===== src/design/bra_pkg.sv =====
`timescale 1ns / 1ps
// ----------------------------------------------------------------------------
// Block range allocator package
// Shared constants, result codes and the control/status bundles that run
// between the controller and the datapath.
// ----------------------------------------------------------------------------
package bra_pkg;

  // Ownership memory geometry
  localparam int MEM_BLOCKS = 1024;
  localparam int ADDR_W     = (MEM_BLOCKS > 1) ? $clog2(MEM_BLOCKS) : 1;

  // Field widths
  localparam int ID_W    = 10;
  localparam int START_W = 10;
  localparam int COUNT_W = 11;
  localparam int MARK_W  = 11;
  localparam int END_W   = 12;   // start + count, never exceeds 3070
  localparam int CFG_IDX_W = 1;

  localparam logic [MARK_W-1:0] MARK_MAX = {MARK_W{1'b1}};

  // Configuration register indexes and reset values
  localparam logic [CFG_IDX_W-1:0] CFG_RT_FULL   = 1'd0;
  localparam logic [CFG_IDX_W-1:0] CFG_USER_FULL = 1'd1;
  localparam logic [MARK_W-1:0]    RT_FULL_RST   = 11'd64;
  localparam logic [MARK_W-1:0]    USER_FULL_RST = 11'd1024;

  // Result codes
  typedef enum logic [1:0] {
    ST_OK     = 2'd0,
    ST_FULL   = 2'd1,
    ST_BUSY   = 2'd2,
    ST_BOUNDS = 2'd3
  } status_e;

  // Controller -> datapath commands
  typedef struct packed {
    logic    clear;       // clearing pass: write zero at the sweep counter
    logic    load;        // capture the accepted request
    logic    scan_rd;     // read the block at the pointer, advance pointer
    logic    ptr_reload;  // pointer back to the start block
    logic    wr;          // write owner id at the pointer, advance pointer
    logic    commit;      // update the class end mark
    logic    out_load;    // load the result register
    status_e status;      // result code for out_load
  } cmd_t;

  // Datapath -> controller status
  typedef struct packed {
    logic clear_done;     // sweep counter at the last entry
    logic full;           // class end mark equals its full mark
    logic bounds;         // range runs past the memory
    logic at_end;         // pointer reached start + count
    logic rd_pend;        // a scan read is returning this cycle
    logic busy_hit;       // returning read shows an owned block
  } sts_t;

endpackage


===== src/design/bra_ctrl.sv =====
`timescale 1ns / 1ps
// ----------------------------------------------------------------------------
// Block range allocator controller
// Sequences clearing, checks, the occupancy scan, the write pass and the
// hand-off of each result to the output register.
// ----------------------------------------------------------------------------
module bra_ctrl (
  input  logic          clk_i,
  input  logic          rst_ni,
  input  logic          req_valid_i,
  output logic          req_ready_o,
  output logic          rsp_valid_o,
  input  logic          rsp_ready_i,
  input  bra_pkg::sts_t sts_i,
  output bra_pkg::cmd_t cmd_o
);

  localparam logic [2:0] S_CLEAR = 3'd0;
  localparam logic [2:0] S_IDLE  = 3'd1;
  localparam logic [2:0] S_CHECK = 3'd2;
  localparam logic [2:0] S_SCAN  = 3'd3;
  localparam logic [2:0] S_WRITE = 3'd4;
  localparam logic [2:0] S_RESP  = 3'd5;

  logic [2:0]       state_q, state_d;
  bra_pkg::status_e status_q, status_d;
  logic             out_vld_q, out_vld_d;
  logic             out_free;

  assign out_free    = !out_vld_q || rsp_ready_i;
  assign req_ready_o = (state_q == S_IDLE);
  assign rsp_valid_o = out_vld_q;

  // Next state and command decode
  always_comb begin
    state_d  = state_q;
    status_d = status_q;
    cmd_o    = '0;
    cmd_o.status = status_q;
    unique case (state_q)
      S_CLEAR: begin
        cmd_o.clear = 1'b1;
        if (sts_i.clear_done) begin
          state_d = S_IDLE;
        end
      end
      S_IDLE: begin
        if (req_valid_i) begin
          cmd_o.load = 1'b1;
          state_d    = S_CHECK;
        end
      end
      S_CHECK: begin
        if (sts_i.full) begin
          status_d = bra_pkg::ST_FULL;
          state_d  = S_RESP;
        end else if (sts_i.bounds) begin
          status_d = bra_pkg::ST_BOUNDS;
          state_d  = S_RESP;
        end else begin
          state_d = S_SCAN;
        end
      end
      S_SCAN: begin
        // reads stream one per cycle, data checked in the following cycle
        if (sts_i.busy_hit) begin
          status_d = bra_pkg::ST_BUSY;
          state_d  = S_RESP;
        end else if (sts_i.at_end && !sts_i.rd_pend) begin
          cmd_o.ptr_reload = 1'b1;
          state_d          = S_WRITE;
        end else if (!sts_i.at_end) begin
          cmd_o.scan_rd = 1'b1;
        end
      end
      S_WRITE: begin
        if (sts_i.at_end) begin
          cmd_o.commit = 1'b1;
          status_d     = bra_pkg::ST_OK;
          state_d      = S_RESP;
        end else begin
          cmd_o.wr = 1'b1;
        end
      end
      S_RESP: begin
        if (out_free) begin
          cmd_o.out_load = 1'b1;
          state_d        = S_IDLE;
        end
      end
      default: begin
        state_d = S_CLEAR;
      end
    endcase
  end

  // Result valid flag
  always_comb begin
    out_vld_d = out_vld_q;
    if (cmd_o.out_load) begin
      out_vld_d = 1'b1;
    end else if (rsp_ready_i) begin
      out_vld_d = 1'b0;
    end
  end

  always_ff @(posedge clk_i or negedge rst_ni) begin
    if (!rst_ni) begin
      state_q   <= S_CLEAR;
      status_q  <= bra_pkg::ST_OK;
      out_vld_q <= 1'b0;
    end else begin
      state_q   <= state_d;
      status_q  <= status_d;
      out_vld_q <= out_vld_d;
    end
  end

endmodule


===== config.mk =====
export PLATFORM = sky130hd
export DESIGN_NAME = bra_ctrl
export DESIGN_NICKNAME = d
export VERILOG_FILES = /design/src/design/bra_pkg.sv /design/src/design/bra_ctrl.sv
export SDC_FILE = /design/constraint.sdc
export NUM_CORES = 1
export LEC_CHECK = 0
export ABC_AREA = 1
export BUFFER_PORTS_ARGS = -buffer_cell sky130_fd_sc_hd__buf_4
export CAP_MARGIN = 30
export CORE_UTILIZATION = 35
export DETAILED_ROUTE_END_ITERATION = 7
export GPL_ROUTABILITY_DRIVEN = 0
export PLACE_DENSITY_LB_ADDON = 0.1
export SYNTH_ARGS = -nofsm -noshare
export SYNTH_HDL_FRONTEND = slang
export SYNTH_SLANG_ARGS = --single-unit

===== constraint.sdc =====
create_clock -name clk_i -period 1.65 [get_ports clk_i]
set_input_delay 0.2475 -clock clk_i [delete_from_list [all_inputs] [get_ports clk_i]]
set_output_delay 0.2475 -clock clk_i [all_outputs]
set_load 0.02 [all_outputs]

# Yosys cells after proc, flatten, opt, wreduce, memory -nomap -nowiden

Cells that the tools add are included.

Logic and storage cells: 52
Register bits after elaboration: 6
Input port bits: 10

Equal/unequal tests: 12
Reductions and logical operators: 9
Muxes and demuxes: 28

Operators with widths:

| kind                                                                   | number |
|---|---|
| 3-bit two-way mux                                                      | 8 |
| 3-bit one-hot mux with 6 select lines                                  | 1 |
| 2-bit two-way mux                                                      | 7 |
| 1-bit two-way mux                                                      | 11 |
| 2-bit != test (second input constant)                                  | 5 |
| 3-bit by 2-bit equality test with 1-bit output (second input constant) | 2 |
| 3-bit equality test (second input constant)                            | 2 |
| 3-bit != test (second input constant)                                  | 2 |
| 2-bit one-hot mux with 3 select lines                                  | 1 |
| 5-bit AND reduction                                                    | 1 |
| 4-bit AND reduction                                                    | 1 |
| 3-bit by 1-bit equality test with 1-bit output (second input constant) | 1 |
| 3-bit zero test                                                        | 1 |
| 3-bit nonzero test                                                     | 1 |
| 1-bit zero test                                                        | 2 |
| 2-bit nonzero test                                                     | 1 |
| 1-bit logical AND                                                      | 1 |
| 1-bit logical OR                                                       | 1 |

# Longest topological paths before layout

Gate-level depths: netlist (run 1).

Word-level depth: 5
Depth in mapped cells: 9
Gate-level depth less buffers: 8

# Worst setup path before layout (run 1)

OpenSTA, ideal clock, no wires.

Kind: register to output
Start: register state_q[2]
End: output port cmd_o[7] (netlist bit)
Data arrival time: 1.207 ns
Stages on the path, launching flop included: 6
Slack: 0.196 ns
Buffers on the path: 0
Required time: 1.402 ns
Cells stage by stage: dfrtp_1 > inv_2 > nand2_1 > nor2_2 > inv_1 > nor2_1

RTL lines:

| element                | RTL line        | source |
|---|---|---|
| start, declared        | bra_ctrl.sv:25  | `logic [2:0] state_q, state_d;` |
| start signal, assigned | bra_ctrl.sv:113 | `state_q <= state_d;` |
| end, declared          | bra_ctrl.sv:15  | `output bra_pkg::cmd_t cmd_o` |

==> flow_summary.rst, run 1 <==
.. list-table::
   :header-rows: 1

   * - Metric
     - Value
   * - Outcome
     - completed
   * - GRT busiest layer
     - met2
   * - CTS Buf Count
     - 3
   * - DRC marker count from the first detailed-route iteration
     - 6
   * - Crit Path Category
     - reg -> out
   * - Sum of negative setup slack
     - 0 ps
   * - Sequential cell area fraction in the yosys report
     - 0.322
   * - Internal power component
     - 0.548 mW
   * - Peak supply drop
     - 0.806 mV
   * - Clock-pin slew reported for the worst setup and hold paths after clock tree synthesis
     - 40 ps
   * - Total power draw
     - 1.05 mW
   * - Via count of the first global-routing pass
     - 426
   * - Met2 global-route usage
     - 0.258
   * - Top flip-flop cell by instance count after synthesis
     - sky130_fd_sc_hd__dfrtp_1
   * - Highest net fanout along the worst path
     - 6
   * - Largest buffer count on any clock path
     - 2
   * - Root Buffer Master
     - sky130_fd_sc_hd__clkbuf_4
   * - Post-DP HPWL
     - 867 um
   * - Via density per instance
     - 4.73
   * - Post-CTS Setup Inserts
     - 0
   * - All-Layer GR Usage
     - 0.148
   * - Largest area contributor in the netlist
     - sky130_fd_sc_hd__dfrtp_1
   * - Worst setup slack after layout
     - 117 ps
   * - Router iterations before antenna repair
     - 4
   * - Diodes inserted
     - 0
   * - Number of flops mapped to enable cells by yosys
     - 0
   * - Clock share of power
     - 0.121
   * - Fraction of final layout cells with drive strength greater than 1
     - 0.327
   * - Number of design rule violations left after detail routing
     - 0
   * - Number of max-cap violations
     - 0
   * - Number of vias in the routed layout
     - 530
   * - Number of cells in the design after placement
     - 108
   * - Clock network latency to the later pin of the worst-skew pair
     - 240 ps
   * - First-pass GRT wire length
     - 1.52 mm
   * - Total of flip-flops plus latches after synthesis
     - 6
   * - Post-synthesis area per instance
     - 6.14 um^2
   * - Leakage power summed over all cells
     - 0.390 nW
   * - Top-Level Pins
     - 21
   * - Area of the core
     - 1170 um^2
   * - RSZ-0062 raised after global routing
     - false
   * - Synth async-reset ratio
     - 1.00
   * - Switching Fraction
     - 0.480
   * - Clk_skew
     - 3.99 ps
   * - Final instance area
     - 649 um^2
   * - Final core utilization
     - 0.554
   * - Number of nets in the finished design
     - 110
   * - Highest Clock Rate
     - 652 MHz
   * - Synth cell count leaders
     - sky130_fd_sc_hd__nand2_1 (21), sky130_fd_sc_hd__inv_1 (14), sky130_fd_sc_hd__nand3_1 (9), sky130_fd_sc_hd__nor2_1 (9), sky130_fd_sc_hd__dfrtp_1 (6)
   * - Floorplan die area
     - 1480 um^2
   * - Power per unit of standard cell area
     - 1620 nW/um^2
   * - Main area contributors after synthesis
     - sky130_fd_sc_hd__dfrtp_1 (32%), sky130_fd_sc_hd__nand2_1 (17%), sky130_fd_sc_hd__inv_1 (11%)
   * - Post-detailed-routing wire length
     - 999 um
   * - Arrival time reported for the critical path endpoint
     - 1290 ps
   * - Worst min path class
     - in -> reg
   * - Layout Area Growth over Synthesis
     - 39.1%
   * - Time the final worst path needs with I/O delays and setup
     - 1530 ps
   * - Number of standard cells after synthesis
     - 76
   * - IO buf count
     - 20
   * - Final ANT Viol Nets
     - 0
   * - Most frequent cell after synthesis
     - sky130_fd_sc_hd__nand2_1
   * - Yosys synthesis warning count
     - 0
   * - CP startpoint
     - state_q[2]
   * - Distinct cells, synth
     - 16
   * - Met3 capacity usage during global routing
     - 0.0523
   * - Startpoint types
     - register
   * - Gr ovfl total
     - 0
   * - Final slew viol count
     - 0
   * - Area share of the largest cell type after synthesis
     - 0.322
   * - Floorplan die height
     - 38.5 um
   * - Slew of the pin with the lowest slew margin
     - 290 ps
   * - Worst EP required
     - 1400 ps
   * - Register share of total power
     - 0.280
   * - Post-Place Setup Slack
     - 347 ps
   * - Relative max-transition margin
     - 0.806
   * - Starting Density
     - 0.399
   * - Reg2Reg Launch Point
     - state_q[1]
   * - Hold Fails Final Rpt
     - 0
   * - Crit. End Element
     - output port
   * - Placed cell area
     - 616 um^2
   * - TritonCTS clock tree
     - done
   * - Number of levels in the clock H-tree
     - 1
   * - Net count of the mapped netlist
     - 86
   * - Worst hold margin
     - 317 ps
   * - Sw Pwr
     - 0.506 mW
   * - Antenna violations before repair
     - 0
   * - Combinational fraction of design power
     - 0.598
   * - Maximum number of pins on one net before global-route repair
     - 10
   * - Routed length per instance
     - 8.92 um
   * - Post-synthesis instance area
     - 467 um^2
   * - Period utilization
     - 0.929
   * - Met1 Use GR
     - 0.185
   * - Hold wc startpoint
     - sts_i[4]
   * - CTS sink cnt
     - 6
   * - Finish-stage setup viols
     - 0
   * - DIE WIDTH
     - 38.5 um
   * - Post-Layout Cell Count
     - 112
   * - Placement Rows
     - 12
final cells by class:
class                           count  area (um^2)
Clock buffer                        3         22.5
Sequential cell                     6          151
Fill cell                         134          522
Timing Repair Buffer               21          160
Inverter                           15         56.3
Tap cell                           14         17.5
Multi-Input combinational cell     53          241
kinds of logic (layout without fill, tap and decap cells):
| group | count (synthesis) | after routing | synth area share |
|---|---|---|---|
| compound gates | 6 | 6 | 0.0643 |
| buf+inv | 17 | 39 | 0.161 |
| flops | 6 | 6 | 0.322 |
| simple gates | 47 | 47 | 0.453 |
power by group through the flow:
stage	combinational (mW)	clock, mW	sequential [mW]
after floorplan	0.435	0	0.306
after global placement	0.635	0	0.294
after detailed placement	0.634	0	0.295
after CTS	0.638	0.136	0.293
after global routing	0.702	0.143	0.307
final	0.631	0.128	0.295
sequential cells by signal, summed over array words and instances, names as in the netlist:
signal       flops
state_q          3
status_q         2
rsp_valid_o      1
worst max-delay path, cell delays in order (launching register included):
cell,delay (ps)
sky130_fd_sc_hd__dfrtp_2,440
sky130_fd_sc_hd__inv_2,90
sky130_fd_sc_hd__nand2_1,70
sky130_fd_sc_hd__nor2_2,140
sky130_fd_sc_hd__inv_1,70
sky130_fd_sc_hd__nor2_1,90
sky130_fd_sc_hd__buf_4,150
path summary, 6_finish.rpt:
path	endpoint	slack (ps)	depth (start not counted)
setup reg to reg	state_q[0]	400	6
hold / removal	status_q[1]	320	4
setup / recovery	cmd_o[7]	120	6
max in group asynchronous	state_q[2]	1160	2
hold reg to reg	status_q[1]	480	2
min in group asynchronous	state_q[1]	360	2
repair_timing:
| action | 4_1_cts | 5_1_grt |
|---|---|---|
| endpoints found under the hold margin | 6 | 0 |
| hold buffers | 1 | 0 |
| gates resized for setup | 0 | 1 |
| setup endpoints to repair | 0 | 1 |
metal layers:
metal / vias up / wire, um
met5: - / 0
met4: 0 / 0
met3: 0 / 52
met2: 12 / 507
met1: 238 / 439
li1: 280 / -
cell usage in the layout (no fill, tap or decap):
master                          Yosys  layout
sky130_fd_sc_hd__buf_4              1      20
sky130_fd_sc_hd__dfrtp_1            6       5
sky130_fd_sc_hd__o21ai_1            1       1
sky130_fd_sc_hd__inv_1             14      14
sky130_fd_sc_hd__inv_2              1       1
sky130_fd_sc_hd__dlygate4sd3_1      0       1
sky130_fd_sc_hd__nand2_2            1       1
sky130_fd_sc_hd__nand2_1           21      21
sky130_fd_sc_hd__nand4_1            1       1
sky130_fd_sc_hd__nor2_2             4       4
sky130_fd_sc_hd__nor2_1             9       9
sky130_fd_sc_hd__or2_2              1       1
sky130_fd_sc_hd__o21ai_0            2       2
sky130_fd_sc_hd__a21oi_1            3       3
sky130_fd_sc_hd__nand3_2            1       1
sky130_fd_sc_hd__clkbuf_4           0       3
sky130_fd_sc_hd__nand3_1            9       9
sky130_fd_sc_hd__dfrtp_2            0       1
Power figures use the tool's default switching activity.
==> inputs of run 2 (changes only) <==
--- a/config.mk
+++ b/config.mk
@@ -8,6 +8,7 @@
 export ABC_AREA = 1
 export BUFFER_PORTS_ARGS = -buffer_cell sky130_fd_sc_hd__buf_4
 export CAP_MARGIN = 30
+export CORE_MARGIN = 5
 export CORE_UTILIZATION = 35
 export DETAILED_ROUTE_END_ITERATION = 7
 export GPL_ROUTABILITY_DRIVEN = 0
==> run 2 against run 1 <==
Hold slack lost 12 ps. Non-clock buffer count unchanged. Sequential share of layout area hardly changed. Global-route usage down 3.3 points. Maximum frequency down 0.11%. Clock skew fell by 2.9 ps. Register-to-register slack about the same. Die area rose by 46%. Critical endpoint unchanged. Highest routed layer is now met4.
==> flow_summary.rst, run 2 (synthesized netlist as in run 1, its figures left out) <==
.. list-table::
   :header-rows: 1

   * - Metric
     - Value
   * - Outcome
     - completed
   * - CP bufs+invs
     - 3 (unchanged)
   * - Clock-pin slew reported for the worst setup and hold paths after clock tree synthesis
     - 40 ps (about the same)
   * - Worst hold margin
     - 305 ps (-11.6 ps)
   * - Hold Fails Final Rpt
     - 0 (unchanged)
   * - Crit. End Element
     - output port
   * - Peak supply drop
     - 0.941 mV (+17%)
   * - Leakage power summed over all cells
     - 0.390 nW (unchanged)
   * - Worst setup slack after layout
     - 115 ps (-1.75 ps)
   * - Highest net fanout along the worst path
     - 6 (unchanged)
   * - Router iterations before antenna repair
     - 4 (unchanged)
   * - Path length in cells of the critical path
     - 6 (unchanged)
   * - Fraction of final layout cells with drive strength greater than 1
     - 0.327 (unchanged)
   * - Top-Level Pins
     - 21 (unchanged)
   * - Starting Density
     - 0.363 (-0.0353)
   * - Worst reg-to-reg path cell count
     - 5 (-1)
   * - Gr ovfl total
     - 0 (unchanged)
   * - Switching Fraction
     - 0.483 (+0.00279)
   * - Startpoint types
     - register
   * - Number of nets in the finished design
     - 110 (unchanged)
   * - Number of flip-flops in the largest register
     - 3 (unchanged)
   * - Via density per instance
     - 4.52 (-4.4%)
   * - Crit Path Category
     - reg -> out
   * - Post-Place Setup Slack
     - 362 ps (+14.3 ps)
   * - Layout filler cell count
     - 145 (+8.2%)
   * - Internal power component
     - 0.549 mW (about the same)
   * - Clk_skew
     - 1.13 ps (-2.86 ps)
   * - IO buf count
     - 20 (unchanged)
   * - Register ranked first by flip-flop count
     - state_q
   * - Period utilization
     - 0.930 (+0.00106)
   * - Maximum number of pins on one net before global-route repair
     - 10 (unchanged)
   * - Slew of the pin with the lowest slew margin
     - 288 ps (-2.91 ps)
   * - DIE WIDTH
     - 46.5 um (+21%)
   * - Number of design rule violations left after detail routing
     - 0 (unchanged)
   * - Area of the core
     - 1280 um^2 (+9.7%)
   * - Worst EP required
     - 1400 ps (about the same)
   * - Combinational fraction of design power
     - 0.597 (about the same)
   * - Commonest cells after routing, fill and taps aside
     - sky130_fd_sc_hd__nand2_1 (21), sky130_fd_sc_hd__buf_4 (20), sky130_fd_sc_hd__inv_1 (14), sky130_fd_sc_hd__nor2_1 (9), sky130_fd_sc_hd__nand3_1 (9)
   * - Finish-stage setup viols
     - 0 (unchanged)
   * - Power per unit of standard cell area
     - 1630 nW/um^2 (+0.39%)
   * - Number of levels in the clock H-tree
     - 1 (unchanged)
   * - Relative max-transition margin
     - 0.808 (+0.00194)
   * - Post-DP HPWL
     - 946 um (+9.1%)
   * - Routed length per instance
     - 9.72 um (+8.9%)
   * - Clock share of power
     - 0.126 (+0.005)
   * - Via count of the first global-routing pass
     - 441 (+3.5%)
   * - Floorplan die height
     - 46.5 um (+21%)
   * - Post-detailed-routing wire length
     - 1.10 mm (+9.9%)
   * - Leading cell type in the layout, fill and taps excluded
     - sky130_fd_sc_hd__nand2_1
   * - All-Layer GR Usage
     - 0.115 (-0.0328)
   * - Total power draw
     - 1.06 mW (+0.59%)
   * - Number of cells on the worst hold path
     - 4 (unchanged)
   * - Antenna violations before repair
     - 0 (unchanged)
   * - Final slew viol count
     - 0 (unchanged)
   * - Time the final worst path needs with I/O delays and setup
     - 1540 ps (+1.75 ps)
   * - Sw Pwr
     - 0.512 mW (+1.2%)
   * - Layout Area Growth over Synthesis
     - 39.4%
   * - Top delay family on crit path
     - flip-flops
   * - Floorplan die area
     - 2160 um^2 (+46%)
   * - CTS Buf Count
     - 3 (unchanged)
   * - First-pass GRT wire length
     - 1.74 mm (+14%)
   * - Worst min path class
     - in -> reg
   * - Register share of total power
     - 0.277 (-0.003)
   * - Highest Clock Rate
     - 651 MHz (-0.11%)
   * - Clock network latency to the later pin of the worst-skew pair
     - 240 ps (about the same)
   * - Diodes inserted
     - 0 (unchanged)
   * - Largest buffer count on any clock path
     - 2 (unchanged)
   * - Critical-path cell list
     - inv_2 > nand2_1 > nor2_2 > inv_1 > nor2_1 > buf_4
   * - CTS sink cnt
     - 6 (unchanged)
   * - Post-CTS Setup Inserts
     - 0 (unchanged)
   * - Largest stage delay on the critical path
     - 440 ps (about the same)
   * - RSZ-0062 raised after global routing
     - false
   * - Final ANT Viol Nets
     - 0 (unchanged)
   * - Number of vias in the routed layout
     - 511 (-3.6%)
   * - TritonCTS clock tree
     - done
   * - Placement Rows
     - 13 (+1)
   * - Arrival time reported for the critical path endpoint
     - 1290 ps (about the same)
   * - Final core utilization
     - 0.506 (-0.0482)
   * - Cell type of the slowest stage on the worst timing path
     - sky130_fd_sc_hd__dfrtp_2
   * - Root Buffer Master
     - sky130_fd_sc_hd__clkbuf_4
   * - Number of max-cap violations
     - 0 (unchanged)
   * - Sum of negative setup slack
     - 0 ps (unchanged)
   * - DRC marker count from the first detailed-route iteration
     - 8 (+2)
run 2: what timing repair did:
item / in CTS / in global routing
hold buffers: 1 / 0
setup endpoints to repair: 0 / 1
gates resized for setup: 0 / 1
endpoints found under the hold margin: 6 / 0
run 2: layout make-up:
class,count,area [um^2],share of cell area
Tap cell,15,18.8,0.0288
Inverter,15,56.3,0.0865
Clock buffer,3,22.5,0.0346
Timing Repair Buffer,21,160,0.246
Sequential cell,6,151,0.233
Multi-Input combinational cell,53,241,0.371
run 2: stage by stage:
stage	instance area, um^2	instances
6_report	651	113
5_1_grt	651	113
4_1_cts	649	113
3_5_place_dp	617	109
3_3_place_gp	617	109
2_1_floorplan	467	76
run 2: worst reg2reg max path: cells and delay by family (launching register included):
| family | cells | cell delay, ps |
|---|---|---|
| flip-flops | 1 | 500 |
| AND/OR/NAND/NOR | 5 | 650 |
run 2: power by group through the flow:
stage                     sequential, mW  combinational, mW  clock (mW)
after floorplan                    0.306              0.435           0
after global routing               0.307              0.701       0.151
after CTS                          0.292              0.645       0.139
final                              0.294              0.633       0.133
after detailed placement           0.295              0.641           0
after global placement             0.294              0.638           0
run 2: metal layers:
metal	GRT usage	routed length [um]	vias to the layer above
met1	0.133	474	215
li1	-	-	278
met4	0.0398	19	0
met5	0	0	-
met2	0.170	505	14
met3	0.0742	99	4
run 2: worst paths after layout:
kind | start | to | slack [ps]
min in group asynchronous | rst_ni | status_q[0] | 350
max | state_q[2] | cmd_o[7] | 110
min | sts_i[4] | status_q[1] | 310
min reg2reg | status_q[0] | status_q[0] | 470
max reg2reg | state_q[1] | state_q[0] | 400
max in group asynchronous | rst_ni | state_q[2] | 1170
